## config.mk

```make
export PLATFORM = sky130hd
export DESIGN_NAME = arp_cache_resolver_unit
export DESIGN_NICKNAME = d
export VERILOG_FILES = /design/src/rtl/arc_pkg.sv /design/src/rtl/arc_entry_mem.sv /design/src/rtl/arc_ctrl.sv /design/src/rtl/arp_cache_resolver_unit.sv
export SDC_FILE = /design/constraint.sdc
export NUM_CORES = 2
export LEC_CHECK = 0
export ABC_AREA = 1
export BUFFER_PORTS_ARGS = -buffer_cell sky130_fd_sc_hd__buf_2
export CORE_UTILIZATION = 45
export DETAILED_ROUTE_END_ITERATION = 12
export PLACE_DENSITY = 0.65
export REMOVE_ABC_BUFFERS = 1
export SLEW_MARGIN = 30
export SYNTH_ARGS = -nofsm -noshare
export SYNTH_HDL_FRONTEND = slang
export SYNTH_SLANG_ARGS = --single-unit
```

## constraint.sdc

```tcl
create_clock -name clk -period 16.2 [get_ports clk]
set_input_delay 1.62 -clock clk [delete_from_list [all_inputs] [get_ports clk]]
set_output_delay 1.62 -clock clk [all_outputs]
set_load 0.005 [all_outputs]
```

## src/rtl/arc_pkg.sv

```systemverilog
// Shared types and constants for the ARP resolver cache.
// Holds the request, result and table entry records and the opcode and kind codes.
// Depends on nothing; every other file of the block imports it.
package arc_pkg;

	localparam int CFG_W     = 48;
	localparam int CFG_IDX_W = 2;

	// Configuration register indexes.
	localparam logic [CFG_IDX_W-1:0] CFG_OWN_IP     = 2'd0;
	localparam logic [CFG_IDX_W-1:0] CFG_OWN_MAC    = 2'd1;
	localparam logic [CFG_IDX_W-1:0] CFG_MODULE_TAG = 2'd2;

	// Request opcodes.
	localparam logic [1:0] OP_RESOLVE = 2'd0;
	localparam logic [1:0] OP_REQUEST = 2'd1;
	localparam logic [1:0] OP_REPLY   = 2'd2;
	localparam logic [1:0] OP_CLOSE   = 2'd3;

	// Result kinds.
	localparam logic [1:0] KIND_ANSWER = 2'd0;
	localparam logic [1:0] KIND_BCAST  = 2'd1;
	localparam logic [1:0] KIND_REPLY  = 2'd2;
	localparam logic [1:0] KIND_FULL   = 2'd3;

	localparam logic [47:0] MAC_BCAST = 48'hFFFF_FFFF_FFFF;

	typedef struct packed {
		logic [1:0]  opcode;
		logic [7:0]  client_id;
		logic [31:0] peer_ip;
		logic [31:0] target_ip;
		logic [47:0] peer_mac;
		logic [7:0]  rx_ifindex;
		logic [15:0] frame_tag;
	} req_t;

	typedef struct packed {
		logic [1:0]  kind;
		logic [7:0]  dest_client;
		logic [31:0] result_ip;
		logic [47:0] result_mac;
		logic [7:0]  result_ifindex;
	} res_t;

	typedef struct packed {
		logic [31:0] ip;
		logic [47:0] mac;
		logic [7:0]  ifindex;
		logic [7:0]  client;
	} entry_t;

endpackage

```

## src/rtl/arc_entry_mem.sv

```systemverilog
// Table entry memory of the ARP resolver cache: one write port, one read port.
// Read data is registered, so it appears in the cycle after the address.
// Depends on arc_pkg for the entry record.
module arc_entry_mem
	import arc_pkg::*;
#(
	parameter int DEPTH = 16,
	parameter int IDX_W = 4
) (
	input  logic             clk,
	input  logic             we,
	input  logic [IDX_W-1:0] waddr,
	input  entry_t           wdata,
	input  logic [IDX_W-1:0] raddr,
	output entry_t           rdata
);

	entry_t mem [DEPTH];

	always_ff @(posedge clk) begin
		if (we) begin
			mem[waddr] <= wdata;
		end
	end

	always_ff @(posedge clk) begin
		rdata <= mem[raddr];
	end

endmodule

```

## src/rtl/arc_ctrl.sv

```systemverilog
// Sequencer of the ARP resolver cache: table scan, decision, write-back and result register.
// Keeps the valid and pending bits in flip-flops and drives the entry memory.
// Depends on arc_pkg for the request, result and entry records and codes.
module arc_ctrl
	import arc_pkg::*;
#(
	parameter int TABLE_ENTRIES = 16,
	parameter int IDX_W         = 4,
	parameter int CNT_W         = 5
) (
	input  logic             clk,
	input  logic             arst_n,
	input  logic             req_valid,
	output logic             req_ready,
	input  req_t             req,
	output logic             res_valid,
	input  logic             res_ready,
	output res_t             res,
	input  logic [31:0]      own_ip,
	input  logic [15:0]      module_tag,
	output logic             mem_we,
	output logic [IDX_W-1:0] mem_waddr,
	output entry_t           mem_wdata,
	output logic [IDX_W-1:0] mem_raddr,
	input  entry_t           mem_rdata
);

	typedef enum logic [3:0] {
		S_IDLE   = 4'b0001,
		S_SCAN   = 4'b0010,
		S_DECIDE = 4'b0100,
		S_EMIT   = 4'b1000
	} state_t;

	state_t                   state_q;
	req_t                     item_q;
	logic [TABLE_ENTRIES-1:0] valid_q;
	logic [TABLE_ENTRIES-1:0] pend_q;
	logic [CNT_W-1:0]         rd_idx_q;
	logic [IDX_W-1:0]         cmp_idx_s1;
	logic                     cmp_vld_s1;
	logic                     hit_found_q;
	logic                     hit_pend_q;
	logic [IDX_W-1:0]         hit_idx_q;
	entry_t                   hit_data_q;
	logic                     free_found_q;
	logic [IDX_W-1:0]         free_idx_q;
	res_t                     res_q;
	res_t                     out_q;
	logic                     out_valid_q;

	logic                     accept;
	logic                     tag_bad;
	logic                     rd_more;
	logic                     cur_vld;
	logic                     cur_pend;
	logic                     cur_match;
	logic                     cur_last;

	logic                     dec_we;
	logic [IDX_W-1:0]         dec_addr;
	entry_t                   dec_data;
	logic                     dec_bits_we;
	logic                     dec_vld;
	logic                     dec_pend;
	logic                     dec_emit;
	res_t                     dec_res;

	assign req_ready = (state_q == S_IDLE);
	assign accept    = req_valid && req_ready;
	assign tag_bad   = (req.opcode == OP_REQUEST || req.opcode == OP_REPLY) &&
	                   (req.frame_tag != module_tag);

	assign rd_more   = (rd_idx_q < CNT_W'(TABLE_ENTRIES));
	assign mem_raddr = rd_idx_q[IDX_W-1:0];

	// Compare stage: the memory data belongs to cmp_idx_s1.
	assign cur_vld  = valid_q[cmp_idx_s1];
	assign cur_pend = pend_q[cmp_idx_s1];
	assign cur_last = (cmp_idx_s1 == IDX_W'(TABLE_ENTRIES - 1));
	always_comb begin
		if (item_q.opcode == OP_CLOSE) begin
			cur_match = cur_vld && cur_pend && (mem_rdata.client == item_q.client_id);
		end else begin
			cur_match = cur_vld && (mem_rdata.ip == item_q.peer_ip);
		end
	end

	always_comb begin
		dec_we      = 1'b0;
		dec_addr    = hit_idx_q;
		dec_data    = '{ip: item_q.peer_ip, mac: item_q.peer_mac,
		                ifindex: item_q.rx_ifindex, client: hit_data_q.client};
		dec_bits_we = 1'b0;
		dec_vld     = 1'b0;
		dec_pend    = 1'b0;
		dec_emit    = 1'b0;
		dec_res     = '{kind: KIND_ANSWER, dest_client: hit_data_q.client,
		                result_ip: item_q.peer_ip, result_mac: item_q.peer_mac,
		                result_ifindex: item_q.rx_ifindex};
		case (item_q.opcode)
			OP_RESOLVE: begin
				if (hit_found_q) begin
					if (!hit_pend_q) begin
						dec_emit = 1'b1;
						dec_res  = '{kind: KIND_ANSWER, dest_client: item_q.client_id,
						             result_ip: item_q.peer_ip, result_mac: hit_data_q.mac,
						             result_ifindex: hit_data_q.ifindex};
					end
				end else if (free_found_q) begin
					dec_we      = 1'b1;
					dec_addr    = free_idx_q;
					dec_data    = '{ip: item_q.peer_ip, mac: '0, ifindex: '0,
					                client: item_q.client_id};
					dec_bits_we = 1'b1;
					dec_vld     = 1'b1;
					dec_pend    = 1'b1;
					dec_emit    = 1'b1;
					dec_res     = '{kind: KIND_BCAST, dest_client: '0,
					                result_ip: item_q.peer_ip, result_mac: MAC_BCAST,
					                result_ifindex: '0};
				end else begin
					dec_emit = 1'b1;
					dec_res  = '{kind: KIND_FULL, dest_client: item_q.client_id,
					             result_ip: item_q.peer_ip, result_mac: '0,
					             result_ifindex: '0};
				end
			end
			OP_REQUEST: begin
				if (hit_found_q) begin
					dec_we      = 1'b1;
					dec_bits_we = 1'b1;
					dec_vld     = 1'b1;
					dec_emit    = hit_pend_q;
				end else if (item_q.target_ip == own_ip) begin
					if (free_found_q) begin
						dec_we      = 1'b1;
						dec_addr    = free_idx_q;
						dec_data    = '{ip: item_q.peer_ip, mac: item_q.peer_mac,
						                ifindex: item_q.rx_ifindex, client: '0};
						dec_bits_we = 1'b1;
						dec_vld     = 1'b1;
					end
					dec_emit = 1'b1;
					dec_res  = '{kind: KIND_REPLY, dest_client: '0,
					             result_ip: item_q.peer_ip, result_mac: item_q.peer_mac,
					             result_ifindex: item_q.rx_ifindex};
				end
			end
			OP_REPLY: begin
				if (hit_found_q && hit_pend_q) begin
					dec_we      = 1'b1;
					dec_bits_we = 1'b1;
					dec_vld     = 1'b1;
					dec_emit    = 1'b1;
				end
			end
			OP_CLOSE: begin
				if (hit_found_q) begin
					dec_bits_we = 1'b1;
				end
			end
			default: begin
			end
		endcase
	end

	assign mem_we    = (state_q == S_DECIDE) && dec_we;
	assign mem_waddr = dec_addr;
	assign mem_wdata = dec_data;

	always_ff @(posedge clk or negedge arst_n) begin
		if (!arst_n) begin
			state_q      <= S_IDLE;
			valid_q      <= '0;
			pend_q       <= '0;
			rd_idx_q     <= '0;
			cmp_vld_s1   <= 1'b0;
			hit_found_q  <= 1'b0;
			free_found_q <= 1'b0;
			out_valid_q  <= 1'b0;
		end else begin
			case (state_q)
				S_IDLE: begin
					if (accept && !tag_bad) begin
						rd_idx_q     <= '0;
						cmp_vld_s1   <= 1'b0;
						hit_found_q  <= 1'b0;
						free_found_q <= 1'b0;
						state_q      <= S_SCAN;
					end
				end
				S_SCAN: begin
					cmp_vld_s1 <= rd_more;
					if (rd_more) begin
						rd_idx_q <= rd_idx_q + CNT_W'(1);
					end
					if (cmp_vld_s1) begin
						if (!cur_vld && !free_found_q) begin
							free_found_q <= 1'b1;
						end
						if (cur_match) begin
							hit_found_q <= 1'b1;
							state_q     <= S_DECIDE;
						end else if (cur_last) begin
							state_q <= S_DECIDE;
						end
					end
				end
				S_DECIDE: begin
					if (dec_bits_we) begin
						valid_q[dec_addr] <= dec_vld;
						pend_q[dec_addr]  <= dec_pend;
					end
					state_q <= dec_emit ? S_EMIT : S_IDLE;
				end
				S_EMIT: begin
					if (!out_valid_q || res_ready) begin
						state_q <= S_IDLE;
					end
				end
				default: begin
					state_q <= S_IDLE;
				end
			endcase

			if (state_q == S_EMIT && (!out_valid_q || res_ready)) begin
				out_valid_q <= 1'b1;
			end else if (res_ready) begin
				out_valid_q <= 1'b0;
			end
		end
	end

	always_ff @(posedge clk) begin
		if (accept) begin
			item_q <= req;
		end
		cmp_idx_s1 <= rd_idx_q[IDX_W-1:0];
		if (state_q == S_SCAN && cmp_vld_s1) begin
			if (!cur_vld && !free_found_q) begin
				free_idx_q <= cmp_idx_s1;
			end
			if (cur_match) begin
				hit_idx_q  <= cmp_idx_s1;
				hit_pend_q <= cur_pend;
				hit_data_q <= mem_rdata;
			end
		end
		if (state_q == S_DECIDE) begin
			res_q <= dec_res;
		end
		if (state_q == S_EMIT && (!out_valid_q || res_ready)) begin
			out_q <= res_q;
		end
	end

	assign res_valid = out_valid_q;
	assign res       = out_q;

	a_pend_needs_valid: assert property (@(posedge clk) disable iff (!arst_n)
		(pend_q & ~valid_q) == '0)
		else $error("pending bit set on an entry that is not valid");

	a_hit_is_valid: assert property (@(posedge clk) disable iff (!arst_n)
		(state_q == S_DECIDE && hit_found_q) |-> valid_q[hit_idx_q])
		else $error("decision on a hit entry that is not valid");

	a_free_is_free: assert property (@(posedge clk) disable iff (!arst_n)
		(state_q == S_DECIDE && !hit_found_q && free_found_q) |-> !valid_q[free_idx_q])
		else $error("free slot chosen for a new entry is already valid");

	a_scan_bound: assert property (@(posedge clk) disable iff (!arst_n)
		(state_q == S_SCAN) |-> (rd_idx_q <= CNT_W'(TABLE_ENTRIES)))
		else $error("scan read pointer ran past the table");

	a_emit_to_idle: assert property (@(posedge clk) disable iff (!arst_n)
		(state_q == S_EMIT && (!out_valid_q || res_ready)) |=> (out_valid_q && state_q == S_IDLE))
		else $error("result not loaded into the output register");

endmodule

```

## src/rtl/arp_cache_resolver_unit.sv

```systemverilog
// ARP resolver cache: on a hit the scan ends at the matching slot, on a miss it reads the whole
// table. A request without a result skips the emit state and frees the input sooner, and a frame
// with a wrong tag is dropped while the input stays ready. Only one request is handled at a time.
// The scan reads one table entry per cycle from the entry memory port, which sets the rate.
// A finished result waits in the output register while the next request is already taken.
// Reset (arst_n, asynchronous, active low) clears the configuration, all valid and pending bits
// and the control state at once; the entry memory itself needs no clearing.
module arp_cache_resolver_unit
	import arc_pkg::*;
#(
	parameter int TABLE_ENTRIES = 16
) (
	input  logic                 clk,
	input  logic                 arst_n,
	input  logic                 req_valid,
	output logic                 req_ready,
	input  req_t                 req,
	output logic                 res_valid,
	input  logic                 res_ready,
	output res_t                 res,
	input  logic                 cfg_we,
	input  logic [CFG_IDX_W-1:0] cfg_idx,
	input  logic [CFG_W-1:0]     cfg_wdata
);

	localparam int IDX_W = $clog2(TABLE_ENTRIES);
	localparam int CNT_W = $clog2(TABLE_ENTRIES + 1);

	// Configuration. The host's own Ethernet address is only the sender of frames built
	// elsewhere and appears in no result, so a write to that register is accepted and dropped.
	logic [31:0] own_ip_q;
	logic [15:0] module_tag_q;

	always_ff @(posedge clk or negedge arst_n) begin
		if (!arst_n) begin
			own_ip_q     <= '0;
			module_tag_q <= '0;
		end else if (cfg_we) begin
			case (cfg_idx)
				CFG_OWN_IP:     own_ip_q     <= cfg_wdata[31:0];
				CFG_OWN_MAC:    ;
				CFG_MODULE_TAG: module_tag_q <= cfg_wdata[15:0];
				default:        ;
			endcase
		end
	end

	// Entry memory: IP, MAC, interface index and waiting client of each slot. The slot's valid
	// and pending bits live in flip-flops in the sequencer so that reset clears them at once.
	logic             mem_we;
	logic [IDX_W-1:0] mem_waddr;
	entry_t           mem_wdata;
	logic [IDX_W-1:0] mem_raddr;
	entry_t           mem_rdata;

	arc_entry_mem #(
		.DEPTH (TABLE_ENTRIES),
		.IDX_W (IDX_W)
	) u_mem (
		.clk   (clk),
		.we    (mem_we),
		.waddr (mem_waddr),
		.wdata (mem_wdata),
		.raddr (mem_raddr),
		.rdata (mem_rdata)
	);

	// Sequencer: takes a request, scans the table from slot 0 upwards, stops on the first
	// match, remembers the lowest free slot on the way, then writes back at most one entry and
	// loads the result register.
	arc_ctrl #(
		.TABLE_ENTRIES (TABLE_ENTRIES),
		.IDX_W         (IDX_W),
		.CNT_W         (CNT_W)
	) u_ctrl (
		.clk        (clk),
		.arst_n     (arst_n),
		.req_valid  (req_valid),
		.req_ready  (req_ready),
		.req        (req),
		.res_valid  (res_valid),
		.res_ready  (res_ready),
		.res        (res),
		.own_ip     (own_ip_q),
		.module_tag (module_tag_q),
		.mem_we     (mem_we),
		.mem_waddr  (mem_waddr),
		.mem_wdata  (mem_wdata),
		.mem_raddr  (mem_raddr),
		.mem_rdata  (mem_rdata)
	);

endmodule
```

### Yosys cells after proc, flatten, opt, wreduce, memory -nomap -nowiden

Memory sizes are Yosys's and may differ from the RTL's. A register that Yosys moved wholly into a read port is not among the register bits.
Index checks and enable logic that the tools add are counted.

| cells by class | value |
|---|---|
| equal/unequal tests | 22 |
| $add $sub $neg | 1 |
| muxes and demuxes | 62 |
| reductions and logical operators | 32 |
| order comparisons | 4 |

Operator list:

| kind | number |
|---|---|
| $mux W98 | 4 |
| $pmux W98 S2 | 1 |
| $mux W64 | 2 |
| $pmux W64 S2 | 1 |
| $mux W96 | 1 |
| $eq A32 B32 Y1 | 2 |
| $mux W4 | 10 |
| $bwmux W16 | 2 |
| $mux W1 | 24 |
| $mux W8 | 3 |
| $ne A16 B16 Y1 | 1 |
| $pmux W4 S4 | 1 |
| $logic_and A1 B1 Y1 | 12 |
| $reduce_and A2 Y1 | 6 |
| $reduce_and A4 Y1 | 3 |
| $lt A4 B5 Y1 const B | 2 |
| $mux W5 | 2 |
| $pmux W5 S2 | 1 |
| $bmux W1 S4 | 2 |
| $eq A2 B2 Y1 const B | 4 |
| $eq A4 B4 Y1 const B | 2 |
| $eq A8 B8 Y1 | 1 |
| $ne A2 B1 Y1 const B | 4 |
| $pmux W4 S2 | 1 |
| other kinds (18) | 29 |

| storage, ports and cells | value |
|---|---|
| register bits | 496 |
| bits in writable memories | 1536 |
| output and inout bits | 100 |
| memories | 1 |
| bits of input ports | 201 |

Memories:

| memory | depth | width | rd ports | clocked after memory_dff | write ports | line | RTL |
|---|---|---|---|---|---|---|---|
| u_mem.mem | 16 | 96 | 1 | 1 | 1 | arc_entry_mem.sv:18 | `entry_t mem [DEPTH];` |

### Longest topological paths before layout

| depth | value |
|---|---|
| word-level depth | 9 |
| gate-level depth with buffers | 17 |
| gate-level depth less buffers | 16 |

### Hierarchy

Synthesis repeated with hierarchy kept, for this count alone.

| second synthesis, totals | value |
|---|---|
| cell total of the unflattened synthesis | 7940 |
| area, all modules | 87682.8 um^2 |

By module, submodules not included:

| module | seq. area each (um^2) | area an instance (um^2) | cells each | instances |
|---|---|---|---|---|
| arc_entry_mem | 48046.1 | 67643.6 | 6302 | 1 |
| arc_ctrl | 13188.9 | 18088.6 | 1427 | 1 |
| arp_cache_resolver_unit | 1201.2 | 1950.6 | 211 | 1 |

### Worst setup path before layout

No wires, ideal clock.

| timing path | value |
|---|---|
| kind | register to register |
| start point | reg u_ctrl.state_q[1] |
| end point | mem u_mem.mem[13][0] (netlist bit), enable pin |
| cell stages (with the launch flop) | 7 |
| path slack | 0.404 ns |
| arrival time | 15.128 ns |
| required time | 15.532 ns |
| path buffers | 1 |
| clock period less this slack | 15.796 ns |
| cell sequence | dfrtp_1 nor2_1 inv_1 nor3_1 nand2_1 buf_2 nor3_1 |

| on the way | value |
|---|---|
| word-level cells in the longest chain between the ends | 4 |

Ends and longest elaborated chain:

| item | line | RTL |
|---|---|---|
| start: declaration | arc_ctrl.sv:35 | `state_t state_q;` |
| start signal: assignment | arc_ctrl.sv:215 | `state_q <= dec_emit ? S_EMIT : S_IDLE;` |
| $eq A4 B3 Y1 | arc_ctrl.sv:168 | `assign mem_we = (state_q == S_DECIDE) && dec_we;` |
| $logic_and A1 B1 Y1 | arc_ctrl.sv:168 |  |
| $mux W1 | arc_entry_mem.sv:21 | `if (we) begin` |
| $mux W1 (implied by the code) | arc_entry_mem.sv:22 | `mem[waddr] <= wdata;` |
| end: declaration | arc_entry_mem.sv:18 |  |

Every way passes these cells.

### Final worst setup path

| timing path | value |
|---|---|
| start point | reg u_ctrl.hit_found_q |
| end point | mem u_mem.mem[2][9] (netlist bit), enable pin |

| on the way | value |
|---|---|
| word-level cells in the longest chain between the ends | 6 |
| elaborated cells between the ends (all ways) | 11 |
| classes of those cells | 9 x mux; 2 x reduce/logical |

Ends and longest elaborated chain:

| item | line | RTL |
|---|---|---|
| start: declaration | arc_ctrl.sv:42 | `logic hit_found_q;` |
| start signal: assignment | arc_ctrl.sv:179 | `hit_found_q <= 1'b0;` |
| start signal: assignment | arc_ctrl.sv:188 | `hit_found_q <= 1'b0;` |
| start signal: assignment | arc_ctrl.sv:203 | `hit_found_q <= 1'b1;` |
| $logic_and A1 B1 Y1 | arc_ctrl.sv:151 | `if (hit_found_q && hit_pend_q) begin` |
| $mux W1 | arc_ctrl.sv:151 |  |
| $pmux W1 S3 | arc_ctrl.sv:101 | `case (item_q.opcode)` |
| $logic_and A1 B1 Y1 | arc_ctrl.sv:168 |  |
| $mux W1 | arc_entry_mem.sv:21 |  |
| $mux W1 (implied by the code) | arc_entry_mem.sv:22 |  |

Several ways; a longest one is shown, not always the timed one.

==> results.toml <==
[global_routing]
grt_pass1_wl_um = 296000
grt.total_usage_pct = 21.8
grt_max_degree = 249
antenna_found_initial = 4
grt_pass1_vias = 46500
grt_overflow = 0

[setup_path]
cpMaxStageDelayCell = "dfrtp_1"
ff2ff_setup_slack_ps = 10640
worstPathCellList = "nand2_1, inv_1, nand3_1, nand3_1, nand2_1, nor2_4, buf_4, buf_4"
path_class = "flop to flop"
r2r_end = "u_mem.mem[2][9]$_DFFE_PP_"
critPathArrivalTime_ps = 6010
timing.rr.start = "u_ctrl.hit_found_q$_DFFE_PN0P_"
crit_required_ps = 16650
crit_family = "simple AND/OR/NAND/NOR gates"
critPathCaptureType = "flop"
crit_start = "u_ctrl.hit_found_q$_DFFE_PN0P_"
worstSetupStartpointType = "flop"
crit_end = "u_mem.mem[2][9]$_DFFE_PP_"
critPathMaxFanout = 42
reg2regPathDepth = 8
path_buf_inv = 3
cp_num_cells = 8
slowest_delay_ps = 910

[floorplan]
core_area_um2 = 178000
fp.dieW_um = 426
die_height_um = 426
initial_core_util_pct = 45.3
row_count = 155
io_pins = 301
die_area_um2 = 181000

[clock_tree]
cts_buffers = 210
cts_tree = "yes"
cts_sinks = 2128
cts_root_buffer = "clkbuf_16"
holdBufCountCts = 0
post_cts_buffers = 0
path_clk_slew_ps = 60
htree_levels = 4
ctsResizeCount = 0
clockBufferDepth = 3
worstSkewPairLatency_ps = 870

[worst_hold_path]
hold_path.class = "flop to flop"

[synth]
ys_seq_area_share_pct = 77.2
synth.most_common_cell = "edfxtp_1"
synth-main-ff-cell = "edfxtp_1"
synthTopCellsByCount = "edfxtp_1 (1935), nor2_1 (990), nand2_1 (513), o21ai_0 (485), clkbuf_1 (271)"
yosys.area.top_type_share_pct = 71.9
synth_cells = 5711
ys_async_sr_fraction_pct = 4.37
synthTopCellsByArea = "edfxtp_1 (72%), nor2_1 (4.6%), o21ai_0 (3.0%)"
syn_avg_cell_area_um2 = 14.2
synth.largest_area_cell = "edfxtp_1"
syn_area_um2 = 80900
ys_ff_latch = 2128
synth_cell_types = 46
yosys_warnings = 0
synth_edf_count = 1935

[sta]
slew_violations = 0
finalSetupViolations = 0
fin_skew_ps = 52.6
hold_viol = 0
tightest_slew_ps = 1020
rsz0062_at_grt = "false"
relSlewSlack_pct = 31.8
finalWorstSetupSlack_ps = 10640
fin_crit_ps = 5560
finalCritPeriodShare_pct = 34.3
max_clock_freq_mhz = 180

[pwr]
swShare_pct = 30.2
switching_power_mw = 4.45
power.share.combinational_pct = 20.8
p_leak_nw = 31.0
seq_power_share_pct = 46.4
internal_power_mw = 10.3
power_mw = 14.8
p_clk_share_pct = 32.8
ir_drop_uv = 113
power_density_nw_per_um2 = 160

[drt]
via_per_inst = 5.71
dr.first_iter.drc_count = 5241
ant_nets = 0
routedWlPerCell_um = 23.7
drc_errors = 0
drtPass1Iterations = 6
wirelength_um = 201000
vias = 48500

[placement]
preCtsSetupSlack_ps = 10750
gp_congestion = 0.850
io_buffers = 284
dpl_cell_area_um2 = 84900
place_hpwl_um = 102000

[layout]
diodes = 0
nFillCells = 14600
area_delta_synth_final_pct = 13.8
drive_gt1_share_pct = 12.9
nNetsFinal = 6156
postLayoutCellArea_um2 = 92100
final_util_pct = 51.6

[run_status]
status = "complete, no violations"

[run]
maxCapViolCount = 0
==> logic make-up after synthesis <==
kind of cell | after synthesis | share of synthesized area (%)
multiplexers | 167 | 2.09
flip-flops | 2128 | 77.2
buffers and inverters | 539 | 2.60
AND/OR/NAND/NOR | 1820 | 9.18
adder cells (fa/ha/maj) | 1 | 0.0155
XOR/XNOR | 50 | 0.542
AO/OA/AOI/OAI | 1006 | 8.36
==> worst min path at each step <==
| stage | from | to | cells past startpoint |
|---|---|---|---|
| final | u_mem.rdata[13]$_DFF_P_ | u_ctrl.hit_data_q[13]$_DFFE_PP_ | 0 |
| after global routing | u_ctrl.res_q[1]$_DFFE_PN_ | u_ctrl.res[1]$_DFFE_PP_ | 0 |
| after CTS | u_ctrl.res_q[1]$_DFFE_PN_ | u_ctrl.res[1]$_DFFE_PP_ | 0 |
| after detailed placement | u_mem.rdata[50]$_DFF_P_ | u_ctrl.hit_data_q[50]$_DFFE_PP_ | 0 |
| after global placement | u_mem.rdata[58]$_DFF_P_ | u_ctrl.hit_data_q[58]$_DFFE_PP_ | 0 |
| after floorplan | u_mem.rdata[10]$_DFF_P_ | u_ctrl.hit_data_q[10]$_DFFE_PP_ | 0 |
==> state kept, by name, indices dropped and copies added, names as in the netlist, 16 cells and up <==
| register | count |
|---|---|
| module_tag_q | 16 |
| u_ctrl.hit_data_q | 64 |
| own_ip_q | 32 |
| u_mem.rdata | 96 |
| u_mem.mem | 1536 |
| u_ctrl.item_q | 130 |
| u_ctrl.res | 98 |
| u_ctrl.valid_q | 16 |
| u_ctrl.pend_q | 16 |
| u_ctrl.res_q | 98 |
==> per-stage QoR <==
step / std cells / setup TNS [ps] / hold slack [ps]
after detailed placement: 8090 / 0 / 389
after floorplan: 5368 / -1944480 / 386
after global routing: 8495 / 0 / 400
after CTS: 8488 / 0 / 391
final: 8495 / 0 / 391
after global placement: 8083 / 0 / 387
==> power by group through the flow <==
| stage | clock network [mW] | logic [mW] | registers (mW) |
|---|---|---|---|
| after floorplan | 0 | 2.24 | 7.19 |
| after global placement | 0 | 2.93 | 6.96 |
| after detailed placement | 0 | 3.01 | 6.97 |
| after CTS | 4.92 | 3.03 | 6.85 |
| after global routing | 5.13 | 3.37 | 6.88 |
| final | 4.84 | 3.07 | 6.85 |
==> metal layers <==
metal / track usage (%) / part of all wire, % / vias up
met3: 3.29 / 7.2 / 341
met2: 35.4 / 48 / 1927
met1: 30.0 / 42 / 24500
met4: 7.54 / 3.1 / 0
li1: - / - / 21700
met5: 0 / 0 / -
==> area by class of cell <==
| cell class | count | area (µm²) | area share [%] |
|---|---|---|---|
| multi-input cells | 3044 | 16500 | 17.9 |
| flip-flops and latches | 2128 | 62400 | 67.8 |
| clock inverters | 103 | 1210 | 1.31 |
| inverters | 196 | 779 | 0.847 |
| well taps | 2355 | 2950 | 3.20 |
| clock buffers | 295 | 5710 | 6.20 |
| repair buffers | 374 | 2450 | 2.66 |
==> placed cells by master (no fill, tap or decap), types with 15 or more instances in the layout <==
master	count
nand3_1	214
bufinv_16	17
clkbuf_1	73
o221ai_1	153
dfxtp_1	100
a32oi_1	20
dfrtp_1	89
buf_2	284
clkinv_2	31
a31oi_1	29
inv_2	15
nand2_1	513
o21ai_0	485
o32ai_1	231
clkinv_1	29
clkbuf_16	211
nand4_1	39
nor2_4	21
inv_1	172
xnor2_1	47
nor2_1	970
buf_4	62
edfxtp_1	1935
mux2i_1	153
or2_2	24
o211ai_1	45
No activity file was read; power rests on OpenSTA's default activity.
